[src/sv/lira_pkg.sv]
`default_nettype none

package lira_pkg;

  // Field widths fixed by the item format.
  localparam int LABEL_W     = 6;
  localparam int DEPTH_W     = 16;
  localparam int MASK_W      = 3;
  localparam int FUNC_W      = 2;
  localparam int WIDTH_W     = 11;
  localparam int CFG_DATA_W  = 16;
  localparam int QUEUE_DEPTH = 4;

  // Item function codes.
  localparam logic [FUNC_W-1:0] FUNC_PIXEL = 2'd0;
  localparam logic [FUNC_W-1:0] FUNC_START = 2'd1;
  localparam logic [FUNC_W-1:0] FUNC_QUERY = 2'd2;
  localparam logic [FUNC_W-1:0] FUNC_NONE  = 2'd3;

  // Configuration register indexes.
  localparam logic REG_IMAGE_WIDTH     = 1'b0;
  localparam logic REG_DEPTH_THRESHOLD = 1'b1;

  // Neighbor positions, also the bit order of the masks.
  localparam int NB_UP     = 0;
  localparam int NB_LEFT   = 1;
  localparam int NB_UPLEFT = 2;

  typedef struct packed {
    logic [DEPTH_W-1:0] depth;
    logic               valid;
    logic [LABEL_W-1:0] label;
  } pix_t;

  typedef struct packed {
    logic [FUNC_W-1:0]              func;
    logic [MASK_W-1:0]              border;
    logic [MASK_W-1:0]              close_m;
    logic [LABEL_W-1:0]             label;
    logic [MASK_W-1:0][LABEL_W-1:0] nb_label;
    logic [LABEL_W-1:0]             query_a;
    logic [LABEL_W-1:0]             query_b;
  } entry_t;

  typedef struct packed {
    logic   push;
    entry_t entry;
  } push_t;

  typedef struct packed {
    logic   avail;
    entry_t entry;
  } head_t;

  function automatic logic label_in_range(input logic [LABEL_W-1:0] lab, input int max_regions);
    return {1'b0, lab} < (LABEL_W+1)'(max_regions);
  endfunction

endpackage

`default_nettype wire

[src/sv/lira_queue.sv]
`default_nettype none

module lira_queue (
  input  wire logic            clk,
  input  wire logic            rst,
  input  wire lira_pkg::push_t in_push,
  output logic                 full,
  input  wire logic            pop,
  output lira_pkg::head_t      head
);

  localparam int PW = $clog2(lira_pkg::QUEUE_DEPTH);

  lira_pkg::entry_t slots [lira_pkg::QUEUE_DEPTH];
  logic [PW-1:0]    wr_ptr;
  logic [PW-1:0]    rd_ptr;
  logic [PW:0]      count;
  logic             do_push;
  logic             do_pop;

  assign full       = (count == (PW+1)'(lira_pkg::QUEUE_DEPTH));
  assign do_push    = in_push.push && !full;
  assign do_pop     = pop && (count != '0);
  assign head.avail = (count != '0);
  assign head.entry = slots[rd_ptr];

  always_ff @(posedge clk) begin
    if (do_push) begin
      slots[wr_ptr] <= in_push.entry;
    end
  end

  always_ff @(posedge clk) begin
    if (rst) begin
      wr_ptr <= '0;
      rd_ptr <= '0;
      count  <= '0;
    end else begin
      if (do_push) begin
        wr_ptr <= wr_ptr + PW'(1);
      end
      if (do_pop) begin
        rd_ptr <= rd_ptr + PW'(1);
      end
      unique case ({do_push, do_pop})
        2'b10:   count <= count + (PW+1)'(1);
        2'b01:   count <= count - (PW+1)'(1);
        default: count <= count;
      endcase
    end
  end

endmodule

`default_nettype wire

[config.mk]
export PLATFORM = sky130hd
export DESIGN_NAME = lira_queue
export DESIGN_NICKNAME = d
export VERILOG_FILES = /design/src/sv/lira_pkg.sv /design/src/sv/lira_queue.sv
export SDC_FILE = /design/constraint.sdc
export NUM_CORES = 1
export LEC_CHECK = 0
export ABC_AREA = 1
export ABC_CLOCK_PERIOD_IN_PS = 3000
export BUFFER_PORTS_ARGS = -buffer_cell sky130_fd_sc_hd__buf_4
export CAP_MARGIN = 10
export CORE_ASPECT_RATIO = 0.7
export CORE_MARGIN = 1
export CORE_UTILIZATION = 45
export CTS_CLUSTER_DIAMETER = 150
export DETAILED_ROUTE_END_ITERATION = 10
export PLACE_DENSITY = 0.79
export RECOVER_POWER = 25
export SYNTH_ARGS = -nofsm -noshare
export SYNTH_HDL_FRONTEND = slang
export SYNTH_SLANG_ARGS = --single-unit
[constraint.sdc]
create_clock -name clk -period 3 [get_ports clk]
set_input_delay 0.15 -clock clk [delete_from_list [all_inputs] [get_ports clk]]
set_output_delay 0.15 -clock clk [all_outputs]
set_load 0.05 [all_outputs]
==> results.md, run 1 <==
* CP startpoint kind: flip-flop
* GP Congestion at 0.844
* Die area at 16300 sq um
* Yosys warnings at 0
* Status: finished, violations left
* TritonCTS clock tree: built
* Final setup violation count at 0
* Failing checks: design-rule violations
* DRT antenna net count at 0
* Hold WC Path Type: input pin to flip-flop
* DR WL/cell at 17.8 microns
* Layout area overhead at 24.6%
* Die width at 152 microns
* Ys flop type: edfxtp_1
* Slowest stage cell, crit path: buf_4
* Most used cell along the critical path: buf_4
* Vias/cell at 5.32
* Worst path depth at 4
* # nets final at 685
* Fin. max-slew vios at 0
* Setup TNS at 0 ns
* Postcts setup bufs at 0
* Cell with the most instances after synthesis: edfxtp_1
* Data arrival, critical path at 2.28 ns
* Clock insertion delay at the later pin of the skew report at 0.42 ns
* Synth top area share at 74.5%
* Cell variety after synth at 22
* Cts hold-fix bufs at 45
* Initial antenna violation count at 1
* R2R Setup Slk at 0.91 ns
* I/O Buffers at 93
* Clock H-tree levels at 4
* Async set or reset register ratio after synthesis at 0%
* Total grt overflow at 0
* Layout cell share with drive strength beyond 1 at 20.2%
* Tcrit/Tclk final at 81.1%
* DRT Pass-1 Iters at 7
* Largest net degree at the start of global routing at 89
* Rows at 37
* Synth Area per Inst at 14.4 sq um
* Via count at 4466
* Yosys reg bits at 185
* Power, Total at 7.92 mW
* Final min period at 2.43 ns
* Pwr dens at 897 nW/um^2
* Peak supply drop at 0.000473 V
* Mapped Area at 7090 sq um
* First-pass GRT wire length at 23400 microns
* Clock transition at path regs at 0.07 ns
* Sequential area share after synthesis at 77.1%
* Worst hold path depth at 3
* Unrepaired setup endpoints after global routing: false
* Root buffer cell: clkbuf_16
* Vias in the first global route at 4551
* Crit path cell chain: buf_4 > o21ai_0 > o22ai_1 > buf_4
* Global-route usage over all layers at 19.3%
* IO Count at 94
* Crit path capture type: primary output
* Post-synth top area cell: edfxtp_1
* CP peak stage delay at 0.64 ns
* Req. time, crit path at 2.85 ns
* Die Y-Extent at 107 microns
* Buf/Inv on CP at 2
* Top cells by area, synth: edfxtp_1 (75%), o21ai_0 (5.9%), nor2_1 (4.7%)
* Sink Count at 185
* DR iter-0 viols at 382
* Cell family with most CP delay: buffers and inverters
* Number of flops mapped to enable cells by yosys at 176
* Post-DP HPWL at 8270 microns
* Initial core utilization at 47.1%
* Filler cells at 1145
* Slew margin rel. at 43.2%
* Core area at 15000 sq um
* Fmax at 0.411 GHz
* Worst reg2reg path depth at 12
* DRC errors left at 9
* CTS Buffer Depth at 2
* WS Path Type: flip-flop to primary output
* Synth top cells by count: edfxtp_1 (176), nor2_1 (88), o21ai_0 (83)
* Worst Max-Slew Pin Slew at 0.853 ns
* Max_cap viols at 0
* DRT Wirelength at 15000 microns
* Crit-path max FO at 88
* Mapped Cells at 494
* Worst Skew at 0.0104 ns
* Net count after synthesis at 548
* Total CTS buffers at 17
* Post-CTS sizing at 0
* Final Hold Vio Count at 0
* P_leak at 3.07 nW
## cell families after synthesis
logic type | Yosys count | synth area share, %
AO/OA/AOI/OAI | 139 | 11.5
adder cells (fa/ha/maj) | 6 | 1.16
buffers and inverters | 46 | 3.56
flip-flops | 185 | 77.1
AND/OR/NAND/NOR | 118 | 6.72
## cell usage in the layout, fill, tap and decap left out, types with 7 or more instances in the layout
master         count
nor2_1            84
nor2_2            10
o22ai_1           34
o21ai_0           83
inv_1             17
edfxtp_1         176
clkbuf_1          29
dlygate4sd3_1     45
o21ai_1            7
nand2_1           14
buf_4             73
clkbuf_16         17
o22ai_2           10
dfxtp_1            7
## power by group
| part | total [mW] | internal [mW] | switching (mW) |
|---|---|---|---|
| Combinational | 2.74 | 0.737 | 2.01 |
| Sequential | 3.14 | 3.07 | 0.0650 |
| Clock | 2.04 | 1.13 | 0.908 |
| Total | 7.92 | 4.94 | 2.98 |
## registers in the layout, summed over array words and instances (netlist names), named ones only
name    count
count       3
rd_ptr      2
wr_ptr      2
slots     176
## tightest hold or removal path: cells and delay by family
family,cells,cell delay [ns]
AND/OR/NAND/NOR,1,0.07
AO/OA/AOI/OAI,1,0.06
buffers and inverters,1,0.12
## layout make-up
type                    instances  area, sq um  area share (%)
diodes                          1         2.50          0.0283
repair buffers                145         1100            12.5
clock inverters                13          106            1.20
multi-input cells             263         1400            15.9
inverters                      19         76.3           0.864
flip-flops and latches        185         5470            61.9
clock buffers                  19          433            4.90
well taps                     195          244            2.76
## stage by stage
stage	area, sq um	hold slack (ns)	worst slack, ns	utilization [%]	instances
3_5_place_dp	7940	0.354	0.924	52.8	762
6_report	8830	0.0346	0.566	58.7	840
3_3_place_gp	7940	0.349	0.963	52.8	762
2_1_floorplan	7090	0.219	0.101	-	494
4_1_cts	8930	0.0182	0.568	59.4	839
5_1_grt	8830	0.0319	0.399	58.7	840
## layer usage
| layer | vias to the layer above | part of all wire [%] | track usage (%) |
|---|---|---|---|
| met1 | 2207 | 45 | 24.8 |
| met3 | 16 | 5.0 | 4.08 |
| met2 | 146 | 48 | 31.8 |
| li1 | 2097 | - | - |
| met5 | - | 0 | 0 |
| met4 | 0 | 1.3 | 8.67 |
## worst paths after layout
path,from,end
worst max register to register,count[1]$_SDFFE_PP0P_,count[2]$_SDFFE_PP0P_
worst min register to register,wr_ptr[1]$_SDFFE_PP0P_,wr_ptr[1]$_SDFFE_PP0P_
worst max-delay path,flip-flop,head[36]
worst min-delay path,in_push[44],wr_ptr[0]$_SDFFE_PP0P_
No activity file was read; power rests on OpenSTA's default activity.
==> run 2: changes to the inputs <==
ABC_AREA = 0   (was 1)
ABC_CLOCK_PERIOD_IN_PS = 2250   (was 3000)
PLACE_DENSITY = 0.77   (was 0.79)
clock period = 2.25 ns   (was 3 ns; I/O delays follow)
==> run 2 against run 1 <==
Against the previous run: the flow now finishes without violations; power grew 35%; critical path depth grew 5; clock power up 37%.
==> results.md, run 2 <==
* Util after Layout at 59.7%
* TritonCTS clock tree: built
* Biggest register: slots
* Final setup violation count at 0
* N_diodes at 0
* Sink Count at 185
* Data arrival, critical path at 2.43 ns
* Register area at 5480 sq um
* Clock insertion delay at the later pin of the skew report at 0.42 ns
* Top cells by area, synth: edfxtp_1 (77%), mux4_2 (13%), dfxtp_1 (2.6%)
* Cell with the most instances after synthesis: edfxtp_1
* Fin. max-slew vios at 0
* P_leak at 2.97 nW
* First-pass GRT wire length at 19500 microns
* Die Y-Extent at 105 microns
* WS Path Type: flip-flop to flip-flop
* Synth Area per Inst at 24.4 sq um
* Yosys warnings at 0
* Vias in the first global route at 3554
* Fmax at 0.479 GHz
* WHS at 0.0942 ns
* Cts hold-fix bufs at 45
* DR iter-0 viols at 191
* Last element of the critical path: count[2]$_SDFFE_PP0P_
* Mapped Area at 6880 sq um
* I/O Buffers at 93
* Max FFs per register at 176
* Final Hold Vio Count at 0
* DRT Wirelength at 12400 microns
* Total CTS buffers at 17
* Ys flop type: edfxtp_1
* Layout area overhead at 28.6%
* Final min period at 2.09 ns
* Mapped Cells at 282
* Unrepaired setup endpoints after global routing: false
* Clock H-tree levels at 4
* IO Count at 94
* Status: completed
* # nets final at 493
* DR WL/cell at 19.3 microns
* Initial core utilization at 46.5%
* Crit path capture type: flip-flop
* DRT antenna net count at 0
* Hold WC Path Type: input pin to flip-flop
* Filler cells at 1071
* DRT Pass-1 Iters at 4
* Req. time, crit path at 2.59 ns
* Rows at 37
* Vias/cell at 5.15
* Synth top cells by count: edfxtp_1 (176), mux4_2 (40), dfxtp_1 (9)
* Hold Startpoint: in_push[44]
* Number of flops mapped to enable cells by yosys at 176
* Die area at 15800 sq um
* Tcrit/Tclk final at 92.8%
* Post-CTS sizing at 0
* Post-Place Cells at 570
* DRC errors left at 0
* Net count after synthesis at 336
* Worst setup path start: count[1]$_SDFFE_PP0P_
* Worst Max-Slew Pin Slew at 0.488 ns
* R2R Setup Slk at 0.16 ns
* Slew margin rel. at 67.5%
* Sequential area share after synthesis at 79.4%
* Worst reg2reg path depth at 9
* Max_cap viols at 0
* Fin cells at 645
* Initial antenna violation count at 0
* Area of the multi-input gates at 1290 sq um
* Post-DP HPWL at 7620 microns
* Die width at 150 microns
* Synth top area share at 76.8%
* Most common cell after layout, fill and taps aside: edfxtp_1
* Clock transition at path regs at 0.06 ns
* Via count at 3324
* Worst reg2reg endpoint: count[2]$_SDFFE_PP0P_
* CTS Buffer Depth at 2
* Biggest regs: slots (176), count (3)
* Post-synth top area cell: edfxtp_1
* Async set or reset register ratio after synthesis at 0%
* Cell variety after synth at 24
* CP startpoint kind: flip-flop
* Global-route usage over all layers at 17.4%
* Crit-path max FO at 6
* Most frequent cells in the layout: edfxtp_1 (176), buf_4 (68), dlygate4sd3_1 (45)
* Layout cell share with drive strength beyond 1 at 34.9%
* Root buffer cell: clkbuf_16
* Largest net degree at the start of global routing at 33
* R2R Path Start: count[1]$_SDFFE_PP0P_
* Pwr dens at 1200 nW/um^2
* Peak supply drop at 0.000496 V
* GP Congestion at 0.784
* Yosys reg bits at 185
* Worst Skew at 0.00524 ns
* Total grt overflow at 0
* Postcts setup bufs at 0
* Core area at 14800 sq um
==> run 2: cell count changes after synthesis, sizes merged, moves of 12 or more <==
cell / before / now
nand2: 15 / 0
o22ai: 44 / 0
mux4: 0 / 44
nor2: 98 / 7
buf: 24 / 10
o21ai: 90 / 2
inv: 19 / 7
==> run 2: worst min-delay path by stage <==
stage | to | slack (ns) | depth (start not counted)
2_1_floorplan | slots[0][0]$_DFFE_PP_ | 0.21 | 0
3_3_place_gp | slots[0][10]$_DFFE_PP_ | 0.31 | 1
4_1_cts | wr_ptr[0]$_SDFFE_PP0P_ | 0.08 | 4
5_1_grt | wr_ptr[0]$_SDFFE_PP0P_ | 0.13 | 4
3_5_place_dp | slots[1][10]$_DFFE_PP_ | 0.32 | 1
6_report | wr_ptr[0]$_SDFFE_PP0P_ | 0.09 | 4
==> run 2: kinds of logic after synthesis <==
family | synth area share [%]
and+or+nand+nor | 1.38
muxes | 14.8
DFF | 79.4
buffers and inverters | 2.13
xor gates and xnor gates | 0.509
AOI/OAI and AO/OA | 0.618
adders and majority gates | 1.20
==> run 2: routing by layer <==
metal  up-vias  global-route usage (%)  part of all wire [%]
li1       1493                       -                     -
met1      1705                    23.0                    44
met2       113                    27.4                    48
met3        13                    5.63                   6.5
met4         0                    5.63                   1.0
met5         -                       0                     0
==> run 2: critical path, stage by stage, from the launching register on <==
cell and delay (ns):
dfxtp_1 0.37, nor3b_4 0.25, nor2_2 0.11, inv_1 0.09, ha_2 0.19, inv_1 0.06
fa_2 0.33, xor2_1 0.15, or3_1 0.32, a21oi_1 0.14
==> run 2: layout make-up <==
type / count / share of cell area, %
Inverter: 7 / 0.297
Clock inverter: 12 / 1.41
Multi-Input combinational cell: 79 / 14.6
Timing Repair Buffer: 149 / 14.2
Clock buffer: 18 / 4.85
Tap cell: 195 / 2.76
Sequential cell: 185 / 61.9
==> run 2: report_power, final <==
part           total [mW]  internal, mW  switching (mW)
combinational        3.60          1.36            2.24
sequential           4.27          4.13           0.141
clock                2.79          1.62            1.17
total                10.7          7.10            3.55
==> run 2: stage by stage <==
step / setup TNS (ns) / area (sq um) / total power, mW / setup WS, ns
floorplan: -0.0452 / 6910 / 6.96 / -0.0452
global placement: 0 / 7940 / 7.86 / 0.309
detailed placement: 0 / 7940 / 7.93 / 0.186
CTS: 0 / 8950 / 10.8 / 0.159
global route: 0 / 8850 / 11.1 / 0.0104
finish: 0 / 8850 / 10.7 / 0.163
==> run 3: changes to the inputs <==
CELL_PAD_IN_SITES_DETAIL_PLACEMENT = 1   (was default)
CELL_PAD_IN_SITES_GLOBAL_PLACEMENT = 2   (was default)
CORE_UTILIZATION = 44   (was 45)
PLACE_DENSITY = 0.9   (was 0.77)
==> run 3 against run 2 <==
Against the previous run: core utilization fell by 1.1 points; register-to-register slack improved by 0.08 ns; critical endpoint unchanged; flip-flop and latch count did not move; via count fell by 1.1%; critical path depth did not move; routed wire length rose by 6.0%; power rose by 1.6%; sequential share of layout area rose by 0.37 points.
==> results.md, run 3 (same netlist as run 2, synthesis figures left out) <==
* DRT antenna net count at 0
* Worst Skew at 0.00926 ns
* CP peak stage delay at 0.37 ns
* Die Y-Extent at 107 microns
* Slowest stage cell, crit path: dfxtp_1
* Worst Max-Slew Pin Slew at 0.457 ns
* # nets final at 494
* P_leak at 2.95 nW
* Die width at 151 microns
* Postcts setup bufs at 0
* Die area at 16200 sq um
* Sink Count at 185
* Post-DP HPWL at 8140 microns
* DR WL/cell at 20.4 microns
* Largest net degree at the start of global routing at 29
* Clock insertion delay at the later pin of the skew report at 0.42 ns
* Clock H-tree levels at 4
* Global-route usage over all layers at 17.8%
* Total grt overflow at 0
* DR iter-0 viols at 146
* TritonCTS clock tree: built
* Clock transition at path regs at 0.07 ns
* Hold WC Path Type: input pin to flip-flop
* Initial core utilization at 45.9%
* Vias/cell at 5.08
* Status: completed
* Via count at 3286
* DRT Pass-1 Iters at 4
* DRT Wirelength at 13200 microns
* Final min period at 2.01 ns
* WS Path Type: flip-flop to flip-flop
* Most used cell along the critical path: inv_1
* Peak supply drop at 0.000728 V
* Root buffer cell: clkbuf_16
* Final Hold Vio Count at 0
* DRC errors left at 0
* Pwr dens at 1230 nW/um^2
* Max FFs per register at 176
* Layout area overhead at 27.8%
* Crit-path max FO at 6
* Total CTS buffers at 17
* Fmax at 0.498 GHz
* Core area at 15000 sq um
* Filler cells at 1298
* Crit path cell chain: nor3b_4 > nor2_2 > inv_1 > ha_2 > inv_1 > fa_2 > xor2_1 > or3_1 > a21oi_1
* Setup WS post-layout at 0.241 ns
* Req. time, crit path at 2.60 ns
* Crit path capture type: flip-flop
* Final setup violation count at 0
* First-pass GRT wire length at 20300 microns
* I/O Buffers at 93
* Power, Total at 10.8 mW
* Initial antenna violation count at 0
* Biggest regs: slots (176), count (3)
* Most common cell after layout, fill and taps aside: edfxtp_1
* Tcrit/Tclk final at 89.3%
* Layout cell share with drive strength beyond 1 at 35.2%
* Slew margin rel. at 69.2%
* Rows at 37
* IO Count at 94
* GP Congestion at 0.767
* Post-Place Worst Slack at 0.232 ns
* Data arrival, critical path at 2.36 ns
* Max_cap viols at 0
* R2R Setup Slk at 0.24 ns
* Fin. max-slew vios at 0
* N_diodes at 0
* Unrepaired setup endpoints after global routing: false
* CTS Buffer Depth at 2
* Vias in the first global route at 3649
* CP startpoint kind: flip-flop
* Biggest register: slots
* Most frequent cells in the layout: edfxtp_1 (176), buf_4 (76), dlygate4sd3_1 (45)
## run 3: repair_timing
action | 4_1_cts | 5_1_grt
resized for setup | 0 | 0
hold endpoints to repair | 184 | 0
hold buffers | 45 | 0
## run 3: per-layer routing
layer | up-vias | global-route usage, % | share of wire, %
li1 | 1494 | - | -
met1 | 1680 | 22.2 | 44
met2 | 100 | 29.6 | 50
met3 | 12 | 5.23 | 5.6
met4 | 0 | 6.22 | 1.2
met5 | - | 0 | 0
## run 3: worst paths after layout
kind | start | endpoint | cells after the start
max reg2reg | count[1]$_SDFFE_PP0P_ | count[2]$_SDFFE_PP0P_ | 9
min reg2reg | rd_ptr[1]$_SDFFE_PP0P_ | flip-flop | 2
min | in_push[44] | wr_ptr[0]$_SDFFE_PP0P_ | 4
max | count[1]$_SDFFE_PP0P_ | count[2]$_SDFFE_PP0P_ | 9
## run 3: area by class of cell
class	count	area [sq um]	area share, %
Timing Repair Buffer	150	1160	13.2
Clock buffer	19	433	4.92
Clock inverter	12	165	1.88
Inverter	7	26.3	0.299
Tap cell	195	244	2.77
Multi-Input combinational cell	79	1290	14.7
Sequential cell	185	5480	62.2
## run 3: where the power goes
part | switching, mW | internal [mW]
registers | 0.117 | 4.13
logic | 2.26 | 1.32
clock network | 1.24 | 1.76
## run 3: worst max-delay path: cells and delay by family, from the launching register on
kind	cells	cell delay (ns)
adders and majority gates	2	0.51
buffers and inverters	2	0.13
xor gates and xnor gates	1	0.16
DFF	1	0.37
AOI/OAI and AO/OA	1	0.12
and+or+nand+nor	3	0.66
## run 3: through the flow
| stage | area (sq um) | hold slack [ns] | utilization (%) | setup TNS [ns] | cells |
|---|---|---|---|---|---|
| finish | 8800 | 0.109 | 58.6 | 0 | 647 |
| CTS | 8900 | 0.0996 | 59.3 | 0 | 647 |
| detailed placement | 7850 | 0.316 | 52.3 | 0 | 571 |
| floorplan | 6910 | 0.211 | - | -0.0452 | 282 |
| global placement | 7850 | 0.311 | 52.3 | 0 | 571 |
| global route | 8800 | 0.151 | 58.6 | 0 | 647 |
